## src/hw/rtl/rbhc_pkg.sv

```systemverilog
// Shared types, constants and functions for the ROM boot header checker.
`timescale 1ns / 1ps

package rbhc_pkg;

    localparam int HEADER_BYTES_DEF = 4096;
    localparam int CRC_START_DEF    = 64;

    localparam logic [31:0] CRC_POLY     = 32'hEDB8_8320;
    localparam logic [31:0] CRC_INIT     = 32'hFFFF_FFFF;
    localparam logic [31:0] MAX_ROM_RST  = 32'd67108864;

    // Known boot-code CRCs
    localparam logic [31:0] CRC_6101 = 32'h6170_A4A1;
    localparam logic [31:0] CRC_6102 = 32'h90BB_6CB5;
    localparam logic [31:0] CRC_6103 = 32'h0B05_0EE0;
    localparam logic [31:0] CRC_6105 = 32'h98BC_2C86;
    localparam logic [31:0] CRC_6106 = 32'hACC8_580A;

    typedef enum logic [1:0] {
        RES_OK         = 2'd0,
        RES_BAD_SUFFIX = 2'd1,
        RES_BAD_SIZE   = 2'd2,
        RES_BAD_MAGIC  = 2'd3
    } result_code_t;

    typedef enum logic [2:0] {
        CIC_UNKNOWN = 3'd0,
        CIC_6101    = 3'd1,
        CIC_6102    = 3'd2,
        CIC_6103    = 3'd3,
        CIC_6105    = 3'd4,
        CIC_6106    = 3'd5
    } cic_kind_t;

    // One header byte with its side fields
    typedef struct packed {
        logic        suffix_ok;
        logic [31:0] rom_size;
        logic [7:0]  header_byte;
    } rbhc_item_t;

    // One check result
    typedef struct packed {
        cic_kind_t    cic_kind;
        logic [31:0]  code_crc;
        result_code_t result_code;
    } rbhc_result_t;

    // Magic byte expected at offsets 0..3
    function automatic logic [7:0] magic_byte(input logic [1:0] idx);
        logic [7:0] val;
        case (idx)
            2'd0:    val = 8'h80;
            2'd1:    val = 8'h37;
            2'd2:    val = 8'h12;
            default: val = 8'h40;
        endcase
        return val;
    endfunction

    // Reflected CRC-32 update by one byte
    function automatic logic [31:0] crc_byte(input logic [31:0] crc, input logic [7:0] b);
        logic [31:0] c;
        c = crc ^ {24'd0, b};
        for (int i = 0; i < 8; i++) begin
            c = c[0] ? ((c >> 1) ^ CRC_POLY) : (c >> 1);
        end
        return c;
    endfunction

    // Map a final CRC to the boot-chip kind
    function automatic cic_kind_t kind_of(input logic [31:0] crc);
        cic_kind_t k;
        case (crc)
            CRC_6101: k = CIC_6101;
            CRC_6102: k = CIC_6102;
            CRC_6103: k = CIC_6103;
            CRC_6105: k = CIC_6105;
            CRC_6106: k = CIC_6106;
            default:  k = CIC_UNKNOWN;
        endcase
        return k;
    endfunction

endpackage

```

## src/hw/rtl/rbhc_in_stage.sv

```systemverilog
// Input register stage for header byte transactions.
`timescale 1ns / 1ps

module rbhc_in_stage
    import rbhc_pkg::*;
(
    input  logic       aclk,
    input  logic       aresetn,
    input  logic       s_valid,
    output logic       s_ready,
    input  rbhc_item_t s_item,
    output logic       q_valid,
    input  logic       q_ready,
    output rbhc_item_t q_item
);

    logic       vld_reg, vld_next;
    rbhc_item_t item_reg;

    // Take a new transaction when empty or when the held one moves on
    assign s_ready  = !vld_reg || q_ready;
    assign vld_next = s_valid ? 1'b1 : (vld_reg && !q_ready);

    always_ff @(posedge aclk) begin
        if (!aresetn) begin
            vld_reg <= 1'b0;
        end else if (s_ready) begin
            vld_reg <= vld_next;
        end
    end

    // Hold payload until replaced
    always_ff @(posedge aclk) begin
        if (s_ready && s_valid) begin
            item_reg <= s_item;
        end
    end

    assign q_valid = vld_reg;
    assign q_item  = item_reg;

endmodule

```

## src/hw/rtl/rbhc_check.sv

```systemverilog
// Per-byte header checks, CRC update and result register.
`timescale 1ns / 1ps

module rbhc_check
    import rbhc_pkg::*;
#(
    parameter int HEADER_BYTES = HEADER_BYTES_DEF,
    parameter int CRC_START    = CRC_START_DEF
) (
    input  logic         aclk,
    input  logic         aresetn,
    input  logic [31:0]  max_rom_bytes,
    input  logic         q_valid,
    output logic         q_ready,
    input  rbhc_item_t   q_item,
    output logic         m_valid,
    input  logic         m_ready,
    output rbhc_result_t m_result
);

    localparam int          OFF_W    = $clog2(HEADER_BYTES);
    localparam logic [OFF_W-1:0] OFF_LAST  = OFF_W'(HEADER_BYTES - 1);
    localparam logic [OFF_W-1:0] OFF_CRC   = OFF_W'(CRC_START);
    localparam logic [31:0]      HDR_BYTES = 32'(HEADER_BYTES);

    logic [OFF_W-1:0] off_reg, off_next;
    logic [31:0]      crc_reg, crc_next;
    result_code_t     early_reg, early_next;
    logic             magic_reg, magic_next;
    logic             out_vld_reg, out_vld_next;
    rbhc_result_t     out_reg, out_next;

    logic is_last;
    logic advance;
    logic size_bad;

    assign is_last = (off_reg == OFF_LAST);
    // Stall only the last byte while an unread result blocks the output
    assign q_ready = !is_last || !out_vld_reg || m_ready;
    assign advance = q_valid && q_ready;

    // Size rule: at least a header, within the limit, even
    assign size_bad = (q_item.rom_size < HDR_BYTES) || (q_item.rom_size > max_rom_bytes)
                    || q_item.rom_size[0];

    // Evaluate this byte against the running state
    always_comb begin
        early_next = early_reg;
        if (off_reg == '0) begin
            if (!q_item.suffix_ok) begin
                early_next = RES_BAD_SUFFIX;
            end else if (size_bad) begin
                early_next = RES_BAD_SIZE;
            end else begin
                early_next = RES_OK;
            end
        end

        magic_next = magic_reg;
        if (off_reg < OFF_W'(4) && q_item.header_byte != magic_byte(off_reg[1:0])) begin
            magic_next = 1'b0;
        end

        crc_next = crc_reg;
        if (off_reg >= OFF_CRC) begin
            crc_next = crc_byte(crc_reg, q_item.header_byte);
        end

        off_next = off_reg + OFF_W'(1);
    end

    // Build the result of the last byte
    always_comb begin
        out_next.result_code = early_next;
        out_next.code_crc    = '0;
        out_next.cic_kind    = CIC_UNKNOWN;
        if (early_next == RES_OK && !magic_next) begin
            out_next.result_code = RES_BAD_MAGIC;
        end
        if (out_next.result_code == RES_OK) begin
            out_next.code_crc = ~crc_next;
            out_next.cic_kind = kind_of(~crc_next);
        end
    end

    assign out_vld_next = (advance && is_last) ? 1'b1 : (out_vld_reg && !m_ready);

    // Advance run state; clear it after the last byte
    always_ff @(posedge aclk) begin
        if (!aresetn) begin
            off_reg     <= '0;
            crc_reg     <= CRC_INIT;
            early_reg   <= RES_OK;
            magic_reg   <= 1'b1;
            out_vld_reg <= 1'b0;
        end else begin
            out_vld_reg <= out_vld_next;
            if (advance) begin
                if (is_last) begin
                    off_reg   <= '0;
                    crc_reg   <= CRC_INIT;
                    early_reg <= RES_OK;
                    magic_reg <= 1'b1;
                end else begin
                    off_reg   <= off_next;
                    crc_reg   <= crc_next;
                    early_reg <= early_next;
                    magic_reg <= magic_next;
                end
            end
        end
    end

    // Load result payload
    always_ff @(posedge aclk) begin
        if (advance && is_last) begin
            out_reg <= out_next;
        end
    end

    assign m_valid  = out_vld_reg;
    assign m_result = out_reg;

endmodule

```

## src/hw/rtl/rom_boot_header_check_core.sv

```systemverilog
// The last header byte passes the input stage, then the result register of rbhc_check.
// Throughput: one header byte per cycle; the byte-wide CRC step sits in one register stage.
// A header of HEADER_BYTES bytes gives one result; the last byte waits only on a full output.
// Reset: synchronous, active low; clears run state and max_rom_bytes to 64 MiB.
// Configuration writes are taken in any cycle and apply at the next byte 0.
`timescale 1ns / 1ps

module rom_boot_header_check_core
    import rbhc_pkg::*;
#(
    parameter int HEADER_BYTES = HEADER_BYTES_DEF,
    parameter int CRC_START    = CRC_START_DEF
) (
    input  logic        aclk,
    input  logic        aresetn,
    // Configuration: max_rom_bytes
    input  logic        cfg_valid,
    output logic        cfg_ready,
    input  logic [31:0] cfg_data,
    // Header bytes
    input  logic        s_tvalid,
    output logic        s_tready,
    input  logic [39:0] s_tdata,   // [7:0] header_byte, [39:8] rom_size
    input  logic [0:0]  s_tuser,   // [0] suffix_ok
    // Results
    output logic        m_tvalid,
    input  logic        m_tready,
    output logic [39:0] m_tdata    // [1:0] result_code, [33:2] code_crc, [36:34] cic_kind, 0 pad
);

    logic [31:0]  max_rom_reg;
    rbhc_item_t   s_item, q_item;
    logic         q_valid, q_ready;
    rbhc_result_t m_result;

    // Store the size limit
    assign cfg_ready = 1'b1;
    always_ff @(posedge aclk) begin
        if (!aresetn) begin
            max_rom_reg <= MAX_ROM_RST;
        end else if (cfg_valid) begin
            max_rom_reg <= cfg_data;
        end
    end

    assign s_item.header_byte = s_tdata[7:0];
    assign s_item.rom_size    = s_tdata[39:8];
    assign s_item.suffix_ok   = s_tuser[0];

    rbhc_in_stage u_in (
        .aclk    (aclk),
        .aresetn (aresetn),
        .s_valid (s_tvalid),
        .s_ready (s_tready),
        .s_item  (s_item),
        .q_valid (q_valid),
        .q_ready (q_ready),
        .q_item  (q_item)
    );

    rbhc_check #(
        .HEADER_BYTES (HEADER_BYTES),
        .CRC_START    (CRC_START)
    ) u_check (
        .aclk          (aclk),
        .aresetn       (aresetn),
        .max_rom_bytes (max_rom_reg),
        .q_valid       (q_valid),
        .q_ready       (q_ready),
        .q_item        (q_item),
        .m_valid       (m_tvalid),
        .m_ready       (m_tready),
        .m_result      (m_result)
    );

    assign m_tdata = {3'd0, m_result};

endmodule
```

## config.mk

```make
export PLATFORM = sky130hd
export DESIGN_NAME = rom_boot_header_check_core
export DESIGN_NICKNAME = d
export VERILOG_FILES = /design/src/hw/rtl/rbhc_pkg.sv /design/src/hw/rtl/rbhc_in_stage.sv /design/src/hw/rtl/rbhc_check.sv /design/src/hw/rtl/rom_boot_header_check_core.sv
export SDC_FILE = /design/constraint.sdc
export NUM_CORES = 1
export LEC_CHECK = 0
export BUFFER_PORTS_ARGS = -buffer_cell sky130_fd_sc_hd__buf_4
export CAP_MARGIN = 15
export CORE_MARGIN = 1.5
export CORE_UTILIZATION = 35
export CTS_CLUSTER_SIZE = 30
export DETAILED_ROUTE_END_ITERATION = 7
export GPL_TIMING_DRIVEN = 0
export SETUP_SLACK_MARGIN = 0.05
export SLEW_MARGIN = 10
export SYNTH_ARGS = -nofsm -noshare
export SYNTH_HDL_FRONTEND = slang
export SYNTH_HIERARCHICAL = 1
export SYNTH_SLANG_ARGS = --single-unit
```

## constraint.sdc

```tcl
create_clock -name aclk -period 3 [get_ports aclk]
set_input_delay 0.6 -clock aclk [delete_from_list [all_inputs] [get_ports aclk]]
set_output_delay 0.6 -clock aclk [all_outputs]
set_load 0.03 [all_outputs]
```

=== Word-level counts from Yosys, hierarchy flattened ===
Cells that the tools add are included.

* Add/subtract/negate cells: 1
* Magnitude comparators: 4
* Equal/unequal tests: 9
* Multiplexer cells: 22
* Bitwise gates (word level): 10
* Reduce and logical (&&, ||, !) cells: 22

{| class="wikitable"
|+ Operator list
! cell !! number
|-
| 32-bit 2-to-1 mux || 10
|-
| 13-bit inverter with 14-bit output || 8
|-
| 32-bit == test, second input constant || 3
|-
| 32-bit by 28-bit == test with 1-bit output, second input constant || 1
|-
| 32-bit by 31-bit == test with 1-bit output, second input constant || 1
|-
| 32-bit > comparator || 1
|-
| 32-bit by 13-bit < comparator with 1-bit output, second input constant || 1
|-
| 32-bit inverter || 1
|-
| 32-bit by 8-bit XOR with 32-bit output || 1
|-
| 8-bit one-hot mux with 3 select lines || 1
|-
| 3-bit one-hot mux with 5 select lines || 1
|-
| 12-bit by 1-bit adder with 12-bit output, second input constant || 1
|-
| 12-bit == test, second input constant || 1
|-
| 12-bit by 7-bit greater-or-equal comparator with 1-bit output, second input constant || 1
|-
| 12-bit zero test || 1
|-
| 12-bit by 3-bit < comparator with 1-bit output, second input constant || 1
|-
| 12-bit 2-to-1 mux || 1
|-
| 2-bit 2-to-1 mux || 5
|-
| 8-bit inequality test || 1
|-
| 1-bit logical AND || 7
|-
| 1-bit zero test || 6
|-
| 2-bit zero test || 3
|-
| 1-bit logical OR || 5
|-
| 1-bit 2-to-1 mux || 4
|-
| other kinds (2) || 2
|}

* Register bits: 159
* Input port bits: 78
* Output and inout bits: 43
* Logic and storage cells: 81

=== Depth between registers and ports, before layout ===
* Depth in word-level cells: 21
* Mapped depth: 11

=== Hierarchy ===
Netlist, hierarchy kept.

{| class="wikitable"
|+ Modules (own cells, without submodules)
! module !! instances !! cells each !! area each (µm²)
|-
| rbhc_check || 1 || 606 || 5962.0
|-
| rbhc_in_stage || 1 || 46 || 1288.7
|-
| rom_boot_header_check_core || 1 || 109 || 1278.7
|}

=== Least setup slack after synthesis ===
OpenSTA, ideal clock, no wires.

* Path kind: register -> register
* Start: reg u_in.item_reg (netlist bit u_in/q_item[7])
* End: reg u_check.out_reg (netlist bit u_check/m_result[35]) (data pin)
* Library setup time: 0.146 ns
* Arrival: 2.915 ns
* Setup slack: -0.060 ns
* Cell stages (with the launch flop): 9
* Cell sequence: edfxtp_1 xnor2_2 xnor2_2 xnor3_2 a21oi_4 nand2_2 or4_1 or4_1 a21oi_1

* Longest elaborated chain between the ends: 14

{| class="wikitable"
|+ RTL lines
! what !! line !! text
|-
| from (decl) || rbhc_in_stage.sv:18 || <nowiki>rbhc_item_t item_reg;</nowiki>
|-
| from (signal assigned) || rbhc_in_stage.sv:35 || <nowiki>item_reg <= s_item;</nowiki>
|-
| 32-bit by 8-bit XOR with 32-bit output || rbhc_pkg.sv:65 || <nowiki>c = crc ^ {24'd0, b};</nowiki>
|-
| 32-bit 2-to-1 mux || rbhc_pkg.sv:67 || <nowiki>c = c[0] ? ((c >> 1) ^ CRC_POLY) : (c >> 1);</nowiki>
|-
| 13-bit inverter with 14-bit output (no source line) || -- ||
|-
| 32-bit 2-to-1 mux (7 in series) || rbhc_pkg.sv:67 ||
|-
| 32-bit 2-to-1 mux || rbhc_check.sv:65 || <nowiki>if (off_reg >= OFF_CRC) begin</nowiki>
|-
| 32-bit inverter || rbhc_check.sv:82 || <nowiki>out_next.cic_kind = kind_of(~crc_next);</nowiki>
|-
| 32-bit == test, or another cell as far along || rbhc_pkg.sv:75 || <nowiki>case (crc)</nowiki>
|-
| 3-bit one-hot mux with 5 select lines || rbhc_pkg.sv:75 ||
|-
| to (signal assigned) || rbhc_check.sv:117 || <nowiki>out_reg <= out_next;</nowiki>
|-
| to (decl) || rbhc_check.sv:31 || <nowiki>rbhc_result_t out_reg, out_next;</nowiki>
|}

Several ways; a longest one is shown, not always the timed one.
A chain may end at the register's enable or synchronous reset.

=== Worst setup path after layout ===
* Start: reg u_in.item_reg (netlist bit u_in/q_item[4])
* End: reg u_check.out_reg (netlist bit u_check/m_result[35]) (data pin)

* Longest elaborated chain between the ends: 15

{| class="wikitable"
|+ RTL lines
! what !! line
|-
| 32-bit by 8-bit XOR with 32-bit output || rbhc_pkg.sv:65
|-
| 32-bit 2-to-1 mux (5 in series) || rbhc_pkg.sv:67
|-
| 32-bit 2-to-1 mux or 13-bit inverter with 14-bit output (tied branches) || --
|-
| 13-bit inverter with 14-bit output (no source line) or 32-bit 2-to-1 mux (tied branches) || --
|-
| 32-bit 2-to-1 mux or 13-bit inverter with 14-bit output (tied branches) || --
|-
| 13-bit inverter with 14-bit output (no source line) or 32-bit 2-to-1 mux (tied branches) || --
|-
| 32-bit 2-to-1 mux || rbhc_pkg.sv:67
|-
| 32-bit 2-to-1 mux || rbhc_check.sv:65
|-
| 32-bit inverter || rbhc_check.sv:82
|-
| 32-bit == test, or another cell as far along || rbhc_pkg.sv:75
|-
| 3-bit one-hot mux with 5 select lines || rbhc_pkg.sv:75
|}

Several ways; a longest one is shown, not always the timed one.

==> flow_summary.yaml <==
route:
  ant_nets: 0
  drtIter0Drc: 410
  vias_per_cell: 4.92
  remaining_drc_errors: 0
  first_pass_iters: 5
  vias: 6321
  wirelength_mm: 22.4
  wl_per_cell_um: 17.5
place:
  io_buffers: 115
  dpl.hpwl_mm: 15.9
  place.gp.congestion: 0.867
  dp_cells: 1197
  pre_cts_ws_ns: -0.618
logic_synthesis:
  ys_seq_elements: 159
  synth_edf_count: 78
  ys_types: 66
  ys_seq_area_frac: 0.465
  synth_area_per_cell_sq_um: 11.2
  netlist_instances: 761
  ys.flop_type: "dfxtp_1"
  synth_async_sr_flop_share: 0
  syn-cell-area_sq_um: 8530
  ys_warn_count: 6
final_layout:
  final_cell_mix: "buf_4, dfxtp_1, edfxtp_1"
  instances_no_fill: 1285
  num_antenna_cells: 0
  largest_reg_flops: 41
  final_nets: 1067
  final_common_cell: "buf_4"
  area_growth_pct: 32.1
  layout-drive-gt1-share: 0.306
min_path:
  whs_path_depth: 1
  hold_path_startpoint: "s_tdata[33]"
  hp-class: "input port to flop"
  worstHoldEndpoint: "u_in/q_item[33]$_DFFE_PP_"
timing:
  tightest_slew_ns: 0.790
  timing.fmax_ghz: 0.305
  finalMaxSlewViolations: 0
  rsz0062_at_grt: "yes"
  setup-tns-final_ns: -0.629
  clock_skew_ns: 0.0144
  final.period_utilization: 1.09
  relSlewSlack: 0.472
  hold_ws_ns: 0.348
  hold_viol_final: 0
  setup_viol: 3
  worst_slack_ns: -0.277
  fin_crit_ns: 3.28
clocking:
  cts.hold.buffers_added: 0
  root_buffer: "clkbuf_16"
  h-tree-depth: 4
  cts_buffers: 17
  clock_latency_ns: 0.43
  clk_path_buf_depth: 2
  cts_tree: "yes"
  clk_pin_slew_worst_paths_ns: 0.06
  cts.sinks: 159
power_and_ir_drop:
  p_int_w: 0.00422
  p_comb_frac: 0.224
  power.leakage_nw: 4.63
  p_sw_frac: 0.271
  vdd_drop_max_v: 0.000313
  p_seq_frac: 0.422
  p_clk_frac: 0.355
  power.density_nw_per_um2: 514
  power.switching_w: 0.00157
critical_path:
  start_kind: "flop"
  crit_required_ns: 3.28
  r2r_cells: 8
  rr_startpoint: "u_in/q_item[4]$_DFFE_PP_"
  slowest_delay_ns: 0.55
  path_common_cell: "or4_4"
  crit_buf_inv: 0
  critical_path_class: "flop to flop"
  regToRegSetupSlack_ns: -0.28
  critPathMaxFanout: 4
  crit_chain: "xnor2_4 -> xnor3_1 -> xnor3_2 -> a21oi_4 -> nand2_2 -> or4_4 -> or4_4 -> a21oi_2"
  cp_top_family: "XOR/XNOR gates"
  worstSetupEndpointType: "flop"
  worstPathArrival_ns: 3.56
  cpMaxStageDelayCell: "or4_4"
  r2r_end: "u_check/m_result[35]$_SDFFCE_PP0P_"
floorplan:
  rows: 56
  fp.dieW_um: 159
  initial_core_util: 0.360
  ios: 121
  core_sq_um: 23700
  dieArea_sq_um: 25300
  die_h_um: 159
grt:
  grt_max_degree: 42
  grt-ovfl-total: 0
  grt_pass1_wl_mm: 34.8
  antenna_found_initial: 0
  grt.total_usage: 0.178
  grt_pass1_vias: 6137
outcome:
  status: "finished with violations"
  violations: "setup timing"
flow_run:
  cap_violations: 0
## power by group through the flow
stage               Sequential [W]  Combinational, W  Clock (W)
global placement           0.00249           0.00100          0
floorplan                  0.00247          0.000761          0
CTS                        0.00244           0.00114    0.00210
global route               0.00245           0.00139    0.00219
detailed placement         0.00249           0.00101          0
finish                     0.00244           0.00130    0.00205
## through the flow
stage	instance area, sq um	power, W	util
final	11300	0.00579	0.476
after detailed placement	9920	0.00350	0.419
after global placement	9920	0.00349	0.419
after floorplan	8650	0.00323	-
after CTS	10900	0.00568	0.459
after global routing	11300	0.00603	0.476
## cells by family (layout without fill, tap and decap cells)
kind of cell	count (synthesis)	count (layout)	synth area share
multiplexers	55	55	0.0659
flip-flops	159	159	0.465
other	2	4	0.000880
adder cells (fa/ha/maj)	36	36	0.0528
AND/OR/NAND/NOR	249	249	0.151
buffers and inverters	81	284	0.0447
XOR/XNOR	79	79	0.139
AO/OA/AOI/OAI	100	100	0.0811
## worst max-delay path by stage
stage | endpoint | from | cells past startpoint | slack (ns)
detailed placement | u_check/m_result[36]$_SDFFCE_PP0P_ | u_in/q_item[4]$_DFFE_PP_ | 7 | -0.62
global route | u_check/m_result[35]$_SDFFCE_PP0P_ | u_in/q_item[4]$_DFFE_PP_ | 8 | -0.31
finish | u_check/m_result[35]$_SDFFCE_PP0P_ | u_in/q_item[4]$_DFFE_PP_ | 8 | -0.28
global placement | u_check/m_result[36]$_SDFFCE_PP0P_ | u_in/q_item[0]$_DFFE_PP_ | 7 | -0.57
floorplan | u_check/m_result[35]$_SDFFCE_PP0P_ | u_in/q_item[5]$_DFFE_PP_ | 8 | 0.02
CTS | u_check/m_result[35]$_SDFFCE_PP0P_ | u_in/q_item[1]$_DFFE_PP_ | 10 | -0.18
## layout make-up
cell class                      count  area, sq um
Buffer                             30          209
Clock buffer                       19          433
Clock inverter                     13          116
Fill cell                        2182        12400
Inverter                           51          191
Multi-Input combinational cell    523         4580
Sequential cell                   159         3970
Tap cell                          319          399
Timing Repair Buffer              171         1370
## layer usage
metal	global-route usage	share of wire
met3	0.0302	0.046
met5	0	0
met2	0.276	0.46
met4	0.0536	0.016
met1	0.253	0.48
## timing repair
action                     4_1_cts  5_1_grt
setup buffers                   35       21
setup endpoints to repair       32       85
resized for setup               24       52
pin swaps                       12       27
## cells in the mapped netlist, types with 4 or more instances
cell type | count | area (sq um)
xnor3_1 | 18 | 405
nor4_1 | 11 | 68.8
buf_4 | 5 | 37.5
and3_1 | 5 | 31.3
nor3_1 | 6 | 30.0
or3_1 | 6 | 37.5
xor2_1 | 9 | 78.8
edfxtp_1 | 78 | 2340
o21ai_0 | 19 | 95.1
a21oi_1 | 15 | 75.1
clkbuf_1 | 17 | 63.8
nand2b_1 | 5 | 31.3
or4_1 | 7 | 52.6
nand4_1 | 16 | 100
inv_1 | 51 | 191
nor2_1 | 51 | 191
nor2b_1 | 44 | 275
xor3_1 | 4 | 95.1
xnor2_2 | 10 | 163
nand2_1 | 61 | 229
nand3_1 | 18 | 90.1
o211ai_1 | 13 | 97.6
and2_1 | 5 | 31.3
mux2i_1 | 46 | 460
a21o_1 | 13 | 97.6
o22ai_1 | 13 | 81.3
ha_1 | 36 | 450
dfxtp_1 | 81 | 1620
mux2_2 | 9 | 101
xnor2_1 | 31 | 272
Note: power is estimated with default switching activity, not from simulation.
